[src/sv/lifd_pkg.sv]
// Shared types, field widths and codes of the fractional delay line.
// No dependencies; used by the core and its output queue.

package lifd_pkg;

  localparam int unsigned SAMPLE_W      = 24;
  localparam int unsigned GAIN_W        = 16;
  localparam int unsigned DELAY_W       = 20;
  localparam int unsigned DLY_FRAC_W    = 8;
  localparam int unsigned TAP_W         = 12;
  localparam int unsigned KIND_W        = 2;
  localparam int unsigned CFG_IDX_W     = 1;
  localparam int unsigned CFG_DATA_W    = DELAY_W;
  localparam int unsigned DEPTH_DEFAULT = 4096;
  localparam int unsigned OUT_DEPTH     = 4;

  localparam logic [GAIN_W-1:0]    GAIN_RESET = 16'd16384;
  localparam logic [CFG_IDX_W-1:0] CFG_DELAY  = 1'b0;
  localparam logic [CFG_IDX_W-1:0] CFG_GAIN   = 1'b1;

  typedef logic signed [SAMPLE_W-1:0] sample_t;

  typedef enum logic [KIND_W-1:0] {
    KIND_TICK  = 2'd0,
    KIND_READ  = 2'd1,
    KIND_WRITE = 2'd2,
    KIND_ADD   = 2'd3
  } kind_e;

  // clip a wide signed value to the sample range
  function automatic sample_t sat41(input logic signed [40:0] x);
    sample_t r;
    if (x > 41'sd8388607) begin
      r = 24'sh7FFFFF;
    end else if (x < -41'sd8388608) begin
      r = 24'sh800000;
    end else begin
      r = x[SAMPLE_W-1:0];
    end
    return r;
  endfunction

endpackage

[src/sv/lifd_out_fifo.sv]
// Small result queue between the datapath and the output channel.
// Depends on lifd_pkg for the sample type; the caller guarantees it never overflows.

module lifd_out_fifo #(
  parameter int unsigned DEPTH = lifd_pkg::OUT_DEPTH
) (
  input  logic              clk_i,
  input  logic              rst_ni,
  input  logic              push_i,
  input  lifd_pkg::sample_t data_i,
  output logic              valid_o,
  input  logic              ready_i,
  output lifd_pkg::sample_t data_o
);

  import lifd_pkg::*;

  localparam int unsigned PW = $clog2(DEPTH);
  localparam int unsigned CW = $clog2(DEPTH + 1);
  localparam logic [PW-1:0] LAST = PW'(DEPTH - 1);

  sample_t        mem_q [DEPTH];
  logic [PW-1:0]  wr_q, rd_q;
  logic [CW-1:0]  cnt_q, cnt_d;
  logic           pop;

  assign valid_o = (cnt_q != '0);
  assign data_o  = mem_q[rd_q];
  assign pop     = valid_o && ready_i;

  always_comb begin
    cnt_d = cnt_q;
    if (push_i && !pop) begin
      cnt_d = cnt_q + 1'b1;
    end else if (!push_i && pop) begin
      cnt_d = cnt_q - 1'b1;
    end
  end

  always_ff @(posedge clk_i or negedge rst_ni) begin
    if (!rst_ni) begin
      wr_q  <= '0;
      rd_q  <= '0;
      cnt_q <= '0;
    end else begin
      cnt_q <= cnt_d;
      if (push_i) begin
        wr_q <= (wr_q == LAST) ? '0 : wr_q + 1'b1;
      end
      if (pop) begin
        rd_q <= (rd_q == LAST) ? '0 : rd_q + 1'b1;
      end
    end
  end

  always_ff @(posedge clk_i) begin
    if (push_i) begin
      mem_q[wr_q] <= data_i;
    end
  end

  ap_no_overflow: assert property (@(posedge clk_i) disable iff (!rst_ni)
    push_i |-> (cnt_q < CW'(DEPTH)) || pop)
    else $error("result queue overflow");

  ap_push_grows: assert property (@(posedge clk_i) disable iff (!rst_ni)
    (push_i && !pop) |=> cnt_q == $past(cnt_q) + 1'b1)
    else $error("result queue count lost a push");

  ap_push_shows: assert property (@(posedge clk_i) disable iff (!rst_ni)
    (push_i && cnt_q == '0) |=> valid_o)
    else $error("pushed beat not presented");

endmodule

[config.mk]
export PLATFORM = sky130hd
export DESIGN_NAME = lifd_out_fifo
export DESIGN_NICKNAME = d
export VERILOG_FILES = /design/src/sv/lifd_pkg.sv /design/src/sv/lifd_out_fifo.sv
export SDC_FILE = /design/constraint.sdc
export NUM_CORES = 1
export LEC_CHECK = 0
export ABC_AREA = 1
export ABC_CLOCK_PERIOD_IN_PS = 2009
export BUFFER_PORTS_ARGS = -buffer_cell sky130_fd_sc_hd__buf_2
export CORE_UTILIZATION = 60
export CTS_BUF_LIST = sky130_fd_sc_hd__clkbuf_4 sky130_fd_sc_hd__clkbuf_8
export CTS_CLUSTER_SIZE = 14
export DETAILED_ROUTE_END_ITERATION = 10
export GPL_ROUTABILITY_DRIVEN = 0
export PLACE_DENSITY = 0.83
export SYNTH_ARGS = -nofsm -noshare
export SYNTH_HDL_FRONTEND = slang
export SYNTH_SLANG_ARGS = --single-unit
[constraint.sdc]
create_clock -name clk_i -period 2.01 [get_ports clk_i]
set_input_delay 0.402 -clock clk_i [delete_from_list [all_inputs] [get_ports clk_i]]
set_output_delay 0.402 -clock clk_i [all_outputs]
set_load 0.02 [all_outputs]
==> impl_metrics.env <==
export IMPL_synth_top_area_cell="edfxtp_1"
export IMPL_synth_area_per_cell_um2=13.0
export IMPL_grt_pass1_wl_mm=11.7
export IMPL_ant_nets=0
export IMPL_yosys_area_top_type_share_pct=66.4
export IMPL_ys_types=16
export IMPL_die_h_um=87.1
export IMPL_track_usage_pct=21.6
export IMPL_worst_pin_slew_ps=273
export IMPL_clk_path_buf_depth=2
export IMPL_hpwl_mm=4.83
export IMPL_first_pass_iters=4
export IMPL_ys_ff_latch=103
export IMPL_path_max_fanout=16
export IMPL_yosysWarnings=0
export IMPL_clkSlewWorstSetupHoldPaths_ps=90
export IMPL_port_buffers=52
export IMPL_slowest_delay_ps=580
export IMPL_power_frac_clock_pct=16.2
export IMPL_synth_common_cells="96 x edfxtp_1, 91 x nand2_1, 58 x inv_1, 29 x o211ai_1, 19 x o211ai_2"
export IMPL_overflow=0
export IMPL_power_leakage_nw=2.11
export IMPL_vias=2610
export IMPL_nNetsFinal=437
export IMPL_synth_edf_count=96
export IMPL_hold_violations=0
export IMPL_holdWs_ps=246
export IMPL_synth_area_um2=4340
export IMPL_cts_root_buf="clkbuf_8"
export IMPL_cts_buffers=9
export IMPL_crit_slowest_cell="dfrtp_4"
export IMPL_wl_mm=7.53
export IMPL_p_int_mw=4.28
export IMPL_slew_violations=0
export IMPL_switching_share_pct=38.4
export IMPL_drc=0
export IMPL_die_area_um2=7580
export IMPL_slew_headroom_pct=81.8
export IMPL_clock_fmax_mhz=501
export IMPL_area_delta_synth_final_pct=14.9
export IMPL_ir_worst_vdd_mv=0.873
export IMPL_synthAdderAreaFrac_pct=2.19
export IMPL_maxCapViolations=0
export IMPL_synthArstFlopShare_pct=6.80
export IMPL_finish_utilization_pct=72.2
export IMPL_combPwrFrac_pct=41.4
export IMPL_synth_xor_area_share_pct=0.202
export IMPL_path_buf_inv=2
export IMPL_fin_crit_sh_pct=99.4
export IMPL_drive_gt1_share_pct=26.5
export IMPL_synthesis_nets=369
export IMPL_cts_tree="built"
export IMPL_yosys_area_share_simple_pct=8.62
export IMPL_h_tree_depth=3
export IMPL_std_cell_rows=30
export IMPL_crit_path_end_kind="output pin"
export IMPL_skew_ps=4.34
export IMPL_antenna_cells=0
export IMPL_drtIter0Drc=133
export IMPL_grt_max_degree=31
export IMPL_rsz0062_at_grt="true"
export IMPL_ios=53
export IMPL_crit_chain="buf_6 > o211ai_1 > nand2_1 > buf_2"
export IMPL_critical_path_class="register to output pin"
export IMPL_grt_pass1_vias=2505
export IMPL_cts_sinks=103
export IMPL_core_region_area_um2=6910
export IMPL_cp_start_kind="register"
export IMPL_viasPerCell=5.19
export IMPL_final_setup_viol_count=0
export IMPL_ys_flop_type="edfxtp_1"
export IMPL_antenna_found_initial=0
export IMPL_cp_arrival_ps=1600
export IMPL_seqPwrFrac_pct=42.5
export IMPL_synth_compound_area_share_pct=10.7
export IMPL_synth_most_common_cell="edfxtp_1"
export IMPL_clkLatencyLatePin_ps=360
export IMPL_start_util_pct=62.8
export IMPL_total_power_mw=6.95
export IMPL_status="complete, no violations"
export IMPL_cp_top_family="flip-flops"
export IMPL_synth_top_family_by_area="compound AO/OA/AOI/OAI gates"
export IMPL_seq_area_frac_synth_pct=70.5
export IMPL_wire_per_inst_um=15.0
export IMPL_power_density_nw_per_um2=1390
export IMPL_ys_top_cells_by_area="edfxtp_1 66%, nand2_1 7.9%, o211ai_2 5.5%, inv_1 5.0%, o211ai_1 5.0%"
export IMPL_period_needed_ps=2000
export IMPL_muxShareOfSynthArea_pct=0
export IMPL_holdCritPathClass="input pin to register"
export IMPL_die_w_um=87.1
export IMPL_p_switching_mw=2.67
export IMPL_cp_required_ps=1610
export IMPL_synth_cells=334
-- cells by family after synthesis --
kind of cell,Yosys count
flip-flops,103
AND/OR/NAND/NOR,98
buffers and inverters,75
AO/OA/AOI/OAI,50
adder cells (fa/ha/maj),7
XOR/XNOR,1
-- what timing repair did --
item / 4_1_cts / 5_1_grt
cloned: 0 / 1
buffers inserted: 3 / 0
pin swaps: 0 / 4
setup endpoints to repair: 19 / 10
hold buffers: 1 / 0
endpoints found under the hold margin: 7 / 0
gates resized for setup: 1 / 3
-- metal layers --
layer	wire length [µm]	global-route usage, %
met5	0	0
met4	113	10.3
met3	300	4.17
met2	4030	37.5
met1	3090	26.2
-- area by class of cell --
class / instances / area [µm²]
fillers: 515 / 1920
repair buffers: 73 / 468
well taps: 96 / 120
clock buffers: 9 / 124
inverters: 59 / 221
flip-flops and latches: 103 / 3060
clock inverters: 7 / 47.5
multi-input cells: 156 / 943
-- registers in the layout (all words and copies together), names as in the netlist --
| signal | flops |
|---|---|
| cnt_q | 3 |
| mem_q | 96 |
| rd_q | 2 |
| wr_q | 2 |
-- layout by cell type (no fill, tap or decap) --
master	synthesis	final
buf_12	0	2
buf_2	10	53
buf_4	0	14
buf_6	6	2
clkbuf_16	0	1
clkbuf_8	0	9
clkinv_1	0	1
clkinv_2	0	2
clkinv_4	0	2
clkinvlp_4	0	1
dfrtp_1	7	6
dfrtp_4	0	1
dlygate4sd3_1	0	1
edfxtp_1	96	96
fa_1	1	1
ha_1	6	6
inv_1	58	58
inv_2	1	1
inv_6	0	1
nand2_1	91	91
nand3_1	3	3
nand4_1	1	1
nor2_1	3	3
o211ai_1	29	29
o211ai_2	19	19
o21ai_0	2	2
xnor2_1	1	1
-- final timing paths --
check,start,end,slack (ps),depth (start not counted)
hold / removal,data_i[9],mem_q[1][9],250,1
max in group asynchronous,rst_ni,rd_q[0],1420,2
setup reg to reg,cnt_q[0],cnt_q[2],250,10
min in group asynchronous,rst_ni,wr_q[0],410,2
setup / recovery,rd_q[0],data_o[1],10,4
hold reg to reg,cnt_q[2],cnt_q[2],510,2
-- power groups by stage --
stage | clock, mW | sequential [mW] | combinational [mW]
2_1_floorplan | 0 | 2.92 | 2.03
3_3_place_gp | 0 | 3.02 | 2.65
3_5_place_dp | 0 | 3.04 | 2.73
4_1_cts | 1.14 | 2.94 | 2.85
5_1_grt | 1.21 | 2.99 | 3.16
6_report | 1.12 | 2.95 | 2.88
-- per-stage QoR --
step	cell area, µm²	worst slack, ps	TNS, ps	cells
4_1_cts	4960	9.13	0	502
3_5_place_dp	4750	275	0	482
5_1_grt	4990	-24.2	-125	503
3_3_place_gp	4750	341	0	482
2_1_floorplan	4340	242	0	334
6_report	4990	12.5	0	503
No activity file was read; power rests on OpenSTA's default activity.
